==> src/hdl/tpo_pkg.sv <==
`timescale 1ns / 1ps
// ----------------------------------------------------------------------------
// tpo_pkg
// Shared widths, register indexes, input action codes and drive state
// codes for the time-proportioning output block.
// ----------------------------------------------------------------------------
package tpo_pkg;

  // time stamps and second-valued registers
  localparam int unsigned TIME_W     = 32;
  localparam int unsigned CFG_TIME_W = 16;

  // configuration register indexes
  localparam int unsigned CFG_IDX_W = 3;
  localparam logic [CFG_IDX_W-1:0] CFG_CYCLE_LENGTH   = 3'd0;
  localparam logic [CFG_IDX_W-1:0] CFG_DEAD_TIME      = 3'd1;
  localparam logic [CFG_IDX_W-1:0] CFG_INVERT_DRIVE   = 3'd2;
  localparam logic [CFG_IDX_W-1:0] CFG_FALLBACK_POWER = 3'd3;
  localparam logic [CFG_IDX_W-1:0] CFG_STALE_LIMIT    = 3'd4;

  // input actions
  localparam logic ACTION_TICK      = 1'b0;
  localparam logic ACTION_SET_POWER = 1'b1;

  // drive state codes
  localparam int unsigned DRIVE_W = 2;
  localparam logic [DRIVE_W-1:0] DRIVE_OFF     = 2'd0;
  localparam logic [DRIVE_W-1:0] DRIVE_ON      = 2'd1;
  localparam logic [DRIVE_W-1:0] DRIVE_UNKNOWN = 2'd2;

endpackage

==> src/hdl/tpo_rem.sv <==
`timescale 1ns / 1ps
// ----------------------------------------------------------------------------
// tpo_rem
// Serial restoring remainder unit: time stamp modulo cycle length,
// one quotient bit per clock.
// ----------------------------------------------------------------------------
module tpo_rem (
  input  logic                            clk_i,
  input  logic                            rst_ni,
  input  logic                            start_i,
  input  logic [tpo_pkg::TIME_W-1:0]      dividend_i,
  input  logic [tpo_pkg::CFG_TIME_W-1:0]  divisor_i,
  output logic                            done_o,
  output logic [tpo_pkg::CFG_TIME_W-1:0]  rem_o
);
  import tpo_pkg::*;

  localparam int unsigned CNT_W = $clog2(TIME_W);

  logic [TIME_W-1:0]     num_q;
  logic [CFG_TIME_W-1:0] dvs_q;
  logic [CFG_TIME_W-1:0] rem_q, rem_d;
  logic [CNT_W-1:0]      cnt_q;
  logic                  busy_q;
  logic                  done_q;
  logic [CFG_TIME_W:0]   trial;

  // shift in the next dividend bit, subtract when it fits
  always_comb begin
    trial = {rem_q, num_q[TIME_W-1]};
    if (trial >= {1'b0, dvs_q}) begin
      rem_d = CFG_TIME_W'(trial - {1'b0, dvs_q});
    end else begin
      rem_d = trial[CFG_TIME_W-1:0];
    end
  end

  always_ff @(posedge clk_i or negedge rst_ni) begin
    if (!rst_ni) begin
      busy_q <= 1'b0;
      done_q <= 1'b0;
      cnt_q  <= '0;
    end else begin
      done_q <= busy_q && (cnt_q == '0);
      if (start_i) begin
        busy_q <= 1'b1;
        cnt_q  <= CNT_W'(TIME_W - 1);
      end else if (busy_q) begin
        cnt_q <= cnt_q - 1'b1;
        if (cnt_q == '0) begin
          busy_q <= 1'b0;
        end
      end
    end
  end

  always_ff @(posedge clk_i) begin
    if (start_i) begin
      num_q <= dividend_i;
      dvs_q <= divisor_i;
      rem_q <= '0;
    end else if (busy_q) begin
      num_q <= {num_q[TIME_W-2:0], 1'b0};
      rem_q <= rem_d;
    end
  end

  assign done_o = done_q;
  assign rem_o  = rem_q;

endmodule

==> src/hdl/tpo_mac.sv <==
`timescale 1ns / 1ps
// ----------------------------------------------------------------------------
// tpo_mac
// Shared signed multiply-accumulate unit for the effective power term.
// ----------------------------------------------------------------------------
module tpo_mac #(
  parameter int unsigned A_W = 19,
  parameter int unsigned B_W = 17
) (
  input  logic                        clk_i,
  input  logic                        en_i,
  input  logic                        clr_i,
  input  logic signed [A_W-1:0]       op_a_i,
  input  logic signed [B_W-1:0]       op_b_i,
  output logic signed [A_W+B_W-1:0]   acc_o
);
  import tpo_pkg::*;

  logic signed [A_W+B_W-1:0] acc_q, acc_d;

  // keep every operand signed so a negative product extends correctly
  always_comb begin
    if (clr_i) begin
      acc_d = op_a_i * op_b_i;
    end else begin
      acc_d = acc_q + (op_a_i * op_b_i);
    end
  end

  always_ff @(posedge clk_i) begin
    if (en_i) begin
      acc_q <= acc_d;
    end
  end

  assign acc_o = acc_q;

endmodule

==> src/hdl/time_proportioning_output.sv <==
`timescale 1ns / 1ps
// ----------------------------------------------------------------------------
// time_proportioning_output
// Time-proportioning on/off drive: turns a power demand into a switched
// drive over a fixed cycle, with stale-demand fallback and dead-time
// correction. Emits a transaction only when the drive changes.
// ----------------------------------------------------------------------------
//
//  channel   direction  handshake              payload
//  -------   ---------  ---------------------  -------------------------------
//  in        in         in_valid_i/in_ready_o  action, now_seconds, power_demand
//  out       out        out_valid_o/out_ready_i drive_level, fallback_used
//  cfg       in         cfg_we_i (no wait)     cfg_idx_i, cfg_wdata_i
//
//  A set_power transaction leaves in_ready_o high, so set_power requests can
//  be taken back to back. A tick holds in_ready_o low after its accept until
//  its sequence ends: the serial remainder unit works through the time stamp
//  bit by bit and raises its done flag, then come two passes through the
//  shared MAC and the compare step. Reset clears all control state and loads
//  register defaults; the drive state starts unknown. A result that is not
//  taken holds in the output register; a tick that needs to emit while it is
//  still full waits in the compare step.
//
module time_proportioning_output #(
  parameter int unsigned FRACTION_BITS = 16
) (
  input  logic                                   clk_i,
  input  logic                                   rst_ni,
  // input transactions
  input  logic                                   in_valid_i,
  output logic                                   in_ready_o,
  input  logic                                   action_i,
  input  logic [tpo_pkg::TIME_W-1:0]             now_seconds_i,
  input  logic [FRACTION_BITS:0]                 power_demand_i,
  // result transactions
  output logic                                   out_valid_o,
  input  logic                                   out_ready_i,
  output logic                                   drive_level_o,
  output logic                                   fallback_used_o,
  // configuration writes
  input  logic                                   cfg_we_i,
  input  logic [tpo_pkg::CFG_IDX_W-1:0]          cfg_idx_i,
  input  logic [((FRACTION_BITS >= 16) ? FRACTION_BITS : 15):0] cfg_wdata_i
);
  import tpo_pkg::*;

  // power width, MAC operand and accumulator widths
  localparam int unsigned PW   = FRACTION_BITS + 1;
  localparam int unsigned MA_W = PW + 2;
  localparam int unsigned MB_W = CFG_TIME_W + 1;
  localparam int unsigned AW   = MA_W + MB_W;
  localparam logic [PW-1:0] FullPower = PW'(1) << FRACTION_BITS;

  // sequencer codes
  localparam int unsigned ST_W = 3;
  localparam logic [ST_W-1:0] ST_IDLE   = 3'd0;
  localparam logic [ST_W-1:0] ST_DIV    = 3'd1;
  localparam logic [ST_W-1:0] ST_MUL_PC = 3'd2;
  localparam logic [ST_W-1:0] ST_MUL_DT = 3'd3;
  localparam logic [ST_W-1:0] ST_CMP    = 3'd4;

  // configuration registers
  logic [CFG_TIME_W-1:0] cycle_len_q;
  logic [CFG_TIME_W-1:0] dead_time_q;
  logic                  invert_q;
  logic [PW-1:0]         fallback_q;
  logic [CFG_TIME_W-1:0] stale_lim_q;

  // block state
  logic [PW-1:0]         power_q;
  logic [TIME_W-1:0]     last_time_q;
  logic [DRIVE_W-1:0]    drive_q;

  // sequencer and work registers
  logic [ST_W-1:0]       state_q, state_d;
  logic                  fb_used_q;

  // output register
  logic                  out_valid_q;
  logic                  drive_level_q;
  logic                  fallback_used_q;

  logic                  in_fire;
  logic [TIME_W-1:0]     elapsed;
  logic                  stale;
  logic [PW-1:0]         demand_sat;
  logic [PW-1:0]         fallback_sat;
  logic [CFG_TIME_W-1:0] cycle_eff;

  logic                  rem_start;
  logic                  rem_done;
  logic [CFG_TIME_W-1:0] phase;

  logic                  mac_en;
  logic                  mac_clr;
  logic signed [MA_W-1:0] mac_a;
  logic signed [MB_W-1:0] mac_b;
  logic signed [AW-1:0]  eff;
  logic                  dt_apply;

  logic signed [AW-1:0]  full_scaled;
  logic signed [AW-1:0]  wave;
  logic                  rising;
  logic [DRIVE_W-1:0]    drive_next;
  logic                  drive_change;
  logic                  out_free;

  assign in_ready_o = (state_q == ST_IDLE);
  assign in_fire    = in_valid_i && in_ready_o;
  assign out_free   = !out_valid_q || out_ready_i;

  // a zero cycle length counts as one second
  assign cycle_eff = (cycle_len_q == '0) ? CFG_TIME_W'(1) : cycle_len_q;

  // saturate powers to full scale when they are stored
  always_comb begin
    demand_sat   = (power_demand_i > FullPower) ? FullPower : power_demand_i;
    fallback_sat = (fallback_q > FullPower) ? FullPower : fallback_q;
  end

  // stale demand: elapsed time wraps with the time stamp
  assign elapsed = now_seconds_i - last_time_q;
  assign stale   = elapsed > TIME_W'(stale_lim_q);

  // configuration writes; unlisted indexes drop
  always_ff @(posedge clk_i or negedge rst_ni) begin
    if (!rst_ni) begin
      cycle_len_q <= CFG_TIME_W'(60);
      dead_time_q <= '0;
      invert_q    <= 1'b0;
      fallback_q  <= '0;
      stale_lim_q <= CFG_TIME_W'(120);
    end else if (cfg_we_i) begin
      case (cfg_idx_i)
        CFG_CYCLE_LENGTH:   cycle_len_q <= cfg_wdata_i[CFG_TIME_W-1:0];
        CFG_DEAD_TIME:      dead_time_q <= cfg_wdata_i[CFG_TIME_W-1:0];
        CFG_INVERT_DRIVE:   invert_q    <= cfg_wdata_i[0];
        CFG_FALLBACK_POWER: fallback_q  <= cfg_wdata_i[PW-1:0];
        CFG_STALE_LIMIT:    stale_lim_q <= cfg_wdata_i[CFG_TIME_W-1:0];
        default: ;
      endcase
    end
  end

  // modulo unit: phase = now mod cycle length
  assign rem_start = in_fire && (action_i == ACTION_TICK);

  tpo_rem u_rem (
    .clk_i      (clk_i),
    .rst_ni     (rst_ni),
    .start_i    (rem_start),
    .dividend_i (now_seconds_i),
    .divisor_i  (cycle_eff),
    .done_o     (rem_done),
    .rem_o      (phase)
  );

  // effective power E = P*C, plus D*(FULL - 2P) when correction applies
  assign dt_apply = (dead_time_q != '0) && (power_q != '0) && (power_q < FullPower);

  always_comb begin
    mac_en  = 1'b0;
    mac_clr = 1'b0;
    mac_a   = $signed(MA_W'(power_q));
    mac_b   = $signed(MB_W'(cycle_eff));
    case (state_q)
      ST_MUL_PC: begin
        mac_en  = 1'b1;
        mac_clr = 1'b1;
      end
      ST_MUL_DT: begin
        mac_en = dt_apply;
        mac_a  = $signed(MA_W'(FullPower)) - $signed(MA_W'(power_q) << 1);
        mac_b  = $signed(MB_W'(dead_time_q));
      end
      default: ;
    endcase
  end

  tpo_mac #(
    .A_W (MA_W),
    .B_W (MB_W)
  ) u_mac (
    .clk_i  (clk_i),
    .en_i   (mac_en),
    .clr_i  (mac_clr),
    .op_a_i (mac_a),
    .op_b_i (mac_b),
    .acc_o  (eff)
  );

  // wave threshold: 2p/C rising, 2(C-p)/C falling, both scaled by C*FULL
  always_comb begin
    full_scaled = $signed(AW'(cycle_eff) << FRACTION_BITS);
    rising      = ((CFG_TIME_W + 1)'(phase) << 1) < (CFG_TIME_W + 1)'(cycle_eff);
    if (rising) begin
      wave = $signed(AW'(phase) << (FRACTION_BITS + 1));
    end else begin
      wave = $signed(AW'(cycle_eff - phase) << (FRACTION_BITS + 1));
    end

    drive_next = drive_q;
    if (eff <= $signed(AW'(0))) begin
      drive_next = DRIVE_OFF;
    end else if (eff >= full_scaled) begin
      drive_next = DRIVE_ON;
    end else if (rising) begin
      // rising half may only switch off
      if (eff <= wave) begin
        drive_next = DRIVE_OFF;
      end
    end else begin
      // falling half may only switch on
      if (eff >= wave) begin
        drive_next = DRIVE_ON;
      end
    end
    drive_change = (drive_next != drive_q);
  end

  // sequencer
  always_comb begin
    state_d = state_q;
    case (state_q)
      ST_IDLE: begin
        if (in_fire && (action_i == ACTION_TICK)) begin
          state_d = ST_DIV;
        end
      end
      ST_DIV: begin
        if (rem_done) begin
          state_d = ST_MUL_PC;
        end
      end
      ST_MUL_PC: state_d = ST_MUL_DT;
      ST_MUL_DT: state_d = ST_CMP;
      ST_CMP: begin
        // hold while a pending result blocks the output register
        if (!drive_change || out_free) begin
          state_d = ST_IDLE;
        end
      end
      default: state_d = ST_IDLE;
    endcase
  end

  always_ff @(posedge clk_i or negedge rst_ni) begin
    if (!rst_ni) begin
      state_q     <= ST_IDLE;
      power_q     <= '0;
      last_time_q <= '0;
      drive_q     <= DRIVE_UNKNOWN;
      fb_used_q   <= 1'b0;
      out_valid_q <= 1'b0;
    end else begin
      state_q <= state_d;

      // take demand updates and the stale check at accept time
      if (in_fire) begin
        if (action_i == ACTION_SET_POWER) begin
          power_q     <= demand_sat;
          last_time_q <= now_seconds_i;
        end else begin
          fb_used_q <= stale;
          if (stale) begin
            power_q     <= fallback_sat;
            last_time_q <= now_seconds_i;
          end
        end
      end

      if (out_valid_q && out_ready_i) begin
        out_valid_q <= 1'b0;
      end

      // commit the new drive and load the result
      if ((state_q == ST_CMP) && drive_change && out_free) begin
        drive_q     <= drive_next;
        out_valid_q <= 1'b1;
      end
    end
  end

  always_ff @(posedge clk_i) begin
    if ((state_q == ST_CMP) && drive_change && out_free) begin
      drive_level_q   <= (drive_next == DRIVE_ON) ^ invert_q;
      fallback_used_q <= fb_used_q;
    end
  end

  assign out_valid_o     = out_valid_q;
  assign drive_level_o   = drive_level_q;
  assign fallback_used_o = fallback_used_q;

endmodule
==> config.mk <==
export PLATFORM = sky130hd
export DESIGN_NAME = time_proportioning_output
export DESIGN_NICKNAME = d
export VERILOG_FILES = /design/src/hdl/tpo_pkg.sv /design/src/hdl/tpo_rem.sv /design/src/hdl/tpo_mac.sv /design/src/hdl/time_proportioning_output.sv
export SDC_FILE = /design/constraint.sdc
export NUM_CORES = 2
export LEC_CHECK = 0
export BUFFER_PORTS_ARGS = -buffer_cell sky130_fd_sc_hd__buf_2
export CAP_MARGIN = 20
export CORE_MARGIN = 4
export CORE_UTILIZATION = 40
export CTS_BUF_LIST = sky130_fd_sc_hd__clkbuf_4
export CTS_CLUSTER_SIZE = 30
export DETAILED_ROUTE_END_ITERATION = 10
export GPL_TIMING_DRIVEN = 0
export REMOVE_ABC_BUFFERS = 1
export SLEW_MARGIN = 20
export SYNTH_ARGS = -nofsm -noshare
export SYNTH_HDL_FRONTEND = slang
export SYNTH_HIERARCHICAL = 1
export SYNTH_SLANG_ARGS = --single-unit
export TNS_END_PERCENT = 100
==> constraint.sdc <==
create_clock -name clk_i -period 10.7 [get_ports clk_i]
set_input_delay 0.535 -clock clk_i [delete_from_list [all_inputs] [get_ports clk_i]]
set_output_delay 0.535 -clock clk_i [all_outputs]
set_load 0.02 [all_outputs]
Word level (Yosys, flattened, before mapping):

Index checks and enable logic that the tools add are counted.

* bits in registers: 231
* logic and storage cells: 113
* output and inout bits: 4
* input bits: 75

* multiply operators: 1
* reductions and logical operators: 29
* multiplexer cells: 32
* bitwise logic cells: 2
* equal/unequal tests: 13
* add/sub/neg operators: 6
* order comparisons: 10

Operator list (count)
* 32-bit 2-to-1 mux: 4
* 36-bit 2-to-1 mux: 2
* 17-bit 2-to-1 mux: 4
* 16-bit 2-to-1 mux: 3
* 36-bit adder: 1
* 36-bit by 33-bit >= comparator with 1-bit output: 1
* 36-bit >= comparator: 1
* 36-bit by 1-bit less-or-equal comparator with 1-bit output (second input constant): 1
* 36-bit less-or-equal comparator: 1
* 19-bit by 17-bit multiplier with 36-bit output: 1
* 17-bit > comparator (second input constant): 2
* 32-bit by 16-bit > comparator with 1-bit output: 1
* 32-bit subtractor: 1
* 19-bit 2-to-1 mux: 1
* 17-bit by 18-bit subtractor with 19-bit output (first input constant): 1
* 17-bit by 16-bit >= comparator with 1-bit output: 1
* 17-bit by 16-bit less-than comparator with 1-bit output: 1
* 17-bit less-than comparator (second input constant): 1
* 17-bit nonzero test: 1
* 16-bit by 16-bit subtractor with 17-bit output: 1
* 16-bit zero test: 1
* 16-bit nonzero test: 1
* 16-bit subtractor: 1
* 3-bit one-hot mux with 5 select lines: 1
* 23 further kinds: 59

Longest topological paths before layout:

* depth in word-level cells: 14
* gate-level depth with buffers: 39
* gate-level depth less buffers: 38

Hierarchy:

The synthesis kept the hierarchy.

Modules (own cells, without submodules)
* tpo_mac: times used 1, cells each 1658, sequential area each 1081.0 um2, area each 15172.1 um2
* time_proportioning_output: times used 1, cells each 1317, sequential area each 3124.2 um2, area each 10892.9 um2
* tpo_rem: times used 1, cells each 340, sequential area each 1936.9 um2, area each 3837.4 um2

Least setup slack after synthesis:

No wires, ideal clock.

* kind: register to register
* start point: register power_q[4]
* end point: register u_mac.acc_q[35], in the netlist u_mac/acc_o[35] (data pin)
* stages on the path, launching flop included: 35
* setup time: 0.268 ns
* arrival: 8.966 ns
* path buffers: 2
* path slack: 1.466 ns
* clock period less this slack: 9.234 ns
* required time: 10.432 ns
* path through: dfrtp_1 > clkbuf_1 > or4_1 > or3_1 > nor3_1 > xor2_1 > o21ai_0 > clkbuf_1 > nand2_1 > fa_1 > fa_1 > fa_1 > inv_1 > fa_1 > fa_1 > inv_1 > fa_1 > inv_1 > ha_1 > a2111oi_0 > o21ai_1 > a31o_1 > a21oi_1 > and2_1 > o21ai_1 > xor2_1 > ha_1 > a21o_1 > a21o_1 > a21oi_1 > o21ai_0 > a21oi_1 > o21a_1 > o211a_1 > xnor3_1

* word-level cells in the longest chain between the ends: 5

Ends and longest elaborated chain
* from (decl): line time_proportioning_output.sv:70 `logic [PW-1:0] power_q;`
* from (signal assigned): line time_proportioning_output.sv:261 `power_q <= demand_sat;`
* from (signal assigned): line time_proportioning_output.sv:266 `power_q <= fallback_sat;`
* 17-bit by 18-bit subtractor with 19-bit output (*): line time_proportioning_output.sv:173 `mac_a = $signed(MA_W'(FullPower)) - $signed(MA_W'(power_q) << 1);`
* 19-bit 2-to-1 mux (*): line time_proportioning_output.sv:166 `case (state_q)`
* named net mac_a[14]: line time_proportioning_output.sv:96 `logic signed [MA_W-1:0] mac_a;`
* 19-bit by 17-bit multiplier with 36-bit output (*): line tpo_mac.sv:24, tpo_mac.sv:26
* 36-bit adder: line tpo_mac.sv:26 `acc_d = acc_q + (op_a_i * op_b_i);`
* 36-bit 2-to-1 mux (*): line tpo_mac.sv:23 `if (clr_i) begin`
* named net u_mac.acc_d[35]: line tpo_mac.sv:19 `logic signed [A_W+B_W-1:0] acc_q, acc_d;`
* to (signal assigned): line tpo_mac.sv:32 `acc_q <= acc_d;`
* to (decl): line tpo_mac.sv:19

Mark *: on every way through the listed nets, which the timed path passes. The rest lies on a longest branch.
A chain may end at the register's enable or synchronous reset.

Worst setup path after layout:

* start point: register power_q[2]
* end point: register u_mac.acc_q[35], in the netlist u_mac/acc_o[35] (data pin)

The elaborated chain is that of the path after synthesis.

==> summary.txt <==
Outcome
  – Status: completed

Synth
  – Flops & latches, synth: about 230
  – Ranking of synthesized cells by area: fa_1 22%, ha_1 11%, dfrtp_1 10%
  – Register area share after synthesis: 0.205
  – Area fraction of the dominant cell type after synthesis: 0.221
  – Async SR Flop Fraction: 0.558
  – Top cells by count, synth: 502 x inv_1, 342 x nand2_1, 330 x fa_1
  – YS warnings: 6
  – Main flop type after synthesis: dfrtp_1
  – Syn_area_per_cell: roughly 9.0 sq um
  – Yosys cell types: 92
  – Cell Area, Synth: 29900 sq um
  – Count leader, synth: inv_1
  – Post-synth EDFFs: 86
  – Gate Count Post-Synth: between 3000 and 4000
  – Cell taking the most area after synthesis: fa_1

Critical path
  – RR Startpoint: power_q[2]$_DFFE_PN0P_
  – Worst path slowest cell: or4_1
  – Max FO, Critical Path: 11
  – Reg-to-reg slack, setup: 0.77 ns
  – Max incr delay on CP: 0.60 ns
  – Crit path top cell by count: fa_1
  – Critical Path AT: 10.42 ns
  – Critical register-to-register path endpoint: u_mac/acc_o[35]$_DFFE_PP_
  – Setup Crit Path Kind: register to register
  – Req. time, crit path: 11.18 ns
  – Worst reg2reg path depth: 33
  – CP endpoint: u_mac/acc_o[35]$_DFFE_PP_
  – Element type at the critical path start: register
  – Critical path capture point type: register
  – Worst Setup SP: power_q[2]$_DFFE_PN0P_

Timing
  – Period utilization: 0.928
  – Final min period: 9.93 ns
  – Max-slew violation count: 0
  – Least-Margin Pin Slew: 1.02 ns
  – Unrepaired setup endpoints after global routing: false
  – Max transition margin: 0.311
  – Fmax: around 100 MHz
  – Final Hold Fails: 0
  – Final setup vio count: 0
  – Setup Skew: 0.0577 ns

Job
  – MaxCap Viol Count: 0

Placed design
  – Port bufs: 78
  – Placed cell count: 4249
  – GPL Wtd Cong: 0.854
  – DPL Wire Length: 60.8 mm

Global route
  – GRT Residual Overflow: 0
  – GRT Util Overall: 0.201
  – First-pass GRT wire length: 129 mm
  – Vias in the first global route: 23946
  – Antenna violations before repair: 3
  – Largest net degree at the start of global routing: 94

Cells and area
  – Syn-to-layout area delta: 9.49%
  – Storage cell area: 6140 sq um
  – Share of post-route cells with drive strength above 1: 0.115
  – Fin nets: 4057
  – Count of non-filler cells in the finished layout: around 4400
  – Filler cell count: 7236
  – Multi-input logic area: between 20000 and 25000 sq um

Worst hold path
  – Worst Hold Class: input port to register

Floorplanning
  – Initial Utilization: 0.406
  – Core box area: 73600 sq um
  – # rows: 99
  – Top Ports: 79
  – Die Area: around 80000 sq um
  – Die X: 281 microns
  – Die Y: roughly 280 microns

CTS
  – Clock Sink Count: 231
  – CTS tree: yes
  – Clock buffer depth: 3
  – # H-tree levels: 3
  – Clock Tree Root: clkbuf_4
  – Clock latency on the worst-skew pair: 0.76 ns
  – Cts bufs inserted: 68
  – Clock Pin Slew Worst Setup and Hold Paths: ~0.070 ns

Route
  – Vias: between 20000 and 25000
  – Initial DRC Count: around 1400
  – Antenna viol nets, final: 0
  – Drt drc: 0
  – Wirelength per Cell: approximately 18 microns
  – Detailed Route WL: approximately 80 mm
  – Drt first pass iters: 6
  – Vias/cell: 5.38
## timing repair
action	in CTS	in global routing
resized for setup	0	2
endpoints found under the setup margin	0	2
hold buffers	28	0
setup buffers	0	3
endpoints found under the hold margin	63	0
## cells by family (layout without fill, tap and decap cells)
kind of cell	after synthesis	in the layout	share of synthesized area
simple gates	960	960	0.159
compound gates	663	663	0.148
buf+inv	646	766	0.0830
fa+ha+maj	591	591	0.330
flops	231	231	0.205
xor+xnor	123	123	0.0365
mux	100	100	0.0373
other cells	1	8	0.000125
## stage by stage
stage                     utilization  setup TNS [ns]  setup slack [ns]  instance area (sq um)  hold WS (ns)
final                           0.445               0             0.766                  32700        0.0734
after global routing            0.445               0             0.124                  32700        0.0260
after CTS                       0.444               0             0.471                  32700       0.00422
after detailed placement        0.429               0             0.500                  31500         0.435
after global placement          0.420          -25.99             -2.02                  30900         0.429
after floorplan                     -               0             0.978                  29300         0.239
## cell usage in the layout, fill, tap and decap left out, types with 14 or more instances in the layout
master / n
inv_1: 502
nand2_1: 340
fa_1: 330
ha_1: 261
and2_1: 179
a21oi_1: 150
o21ai_0: 137
dfrtp_1: 119
nor2_1: 116
clkbuf_4: 102
mux2_2: 92
edfxtp_1: 86
nor3_1: 83
buf_2: 77
xnor2_1: 76
a21o_1: 63
xor2_1: 46
nand3_1: 46
nor4_1: 36
a22oi_1: 32
dlygate4sd3_1: 28
nand2b_1: 26
nand4_1: 25
o21ai_1: 24
a211oi_1: 23
nor2b_1: 22
and3_1: 22
o21a_1: 19
a221oi_1: 19
buf_6: 19
o21bai_1: 18
o21ai_2: 18
a31oi_1: 17
dfxtp_1: 16
o2bb2ai_1: 15
or3_1: 14
## routing by layer
layer	up-vias	global-route usage	routed length, microns
met3	116	0.0279	3380
li1	11347	-	-
met5	-	0	13
met4	2	0.0531	1910
met2	515	0.340	37700
met1	11682	0.272	35200
## how the worst min path moves through the flow
stage                          start                      endpoint  slack (ns)  depth (start not counted)
4_1_cts             now_seconds_i[9]    last_time_q[9]$_DFFE_PN0P_       0.004                          3
5_1_grt               cfg_wdata_i[4]    stale_lim_q[4]$_DFFE_PN1P_        0.03                          3
3_3_place_gp   fb_used_q$_DFFE_PN0P_     fallback_used_o$_DFFE_PP_        0.43                          0
6_report            now_seconds_i[0]  u_rem/num_q[0]$_SDFFCE_PN0P_        0.07                          2
2_1_floorplan                 rst_ni    cycle_len_q[0]$_DFFE_PN0P_        0.24                          0
3_5_place_dp                  rst_ni   last_time_q[29]$_DFFE_PN0P_        0.44                          1
## state kept, by name, summed over array words and instances, names as in the netlist, 5 cells and up
register,count
cycle_len_q,16
dead_time_q,16
fallback_q,17
last_time_q,32
power_q,17
stale_lim_q,16
u_mac/acc_o,36
u_rem/cnt_q,5
u_rem/dvs_q,16
u_rem/num_q,32
u_rem/rem_o,16
## layout make-up
| type | count | area share |
|---|---|---|
| diodes | 1 | 0.0000764 |
| clock buffers | 102 | 0.0234 |
| clock inverters | 18 | 0.00332 |
| inverters | 502 | 0.0576 |
| multi-input cells | 2444 | 0.655 |
| flip-flops and latches | 231 | 0.188 |
| well taps | 959 | 0.0367 |
| repair buffers | 144 | 0.0367 |
## critical path: cells and delay by family, from the launching register on
family / cells / cell delay [ns]
adders and majority gates: 8 / 3.77
DFF: 1 / 0.47
AOI/OAI and AO/OA: 10 / 2.42
xor gates and xnor gates: 3 / 0.68
buffers and inverters: 4 / 0.36
and+or+nand+nor: 8 / 2.00
Power is not shown: default switching activity piles up to over one toggle a cycle in this logic, so the estimate is an artifact.
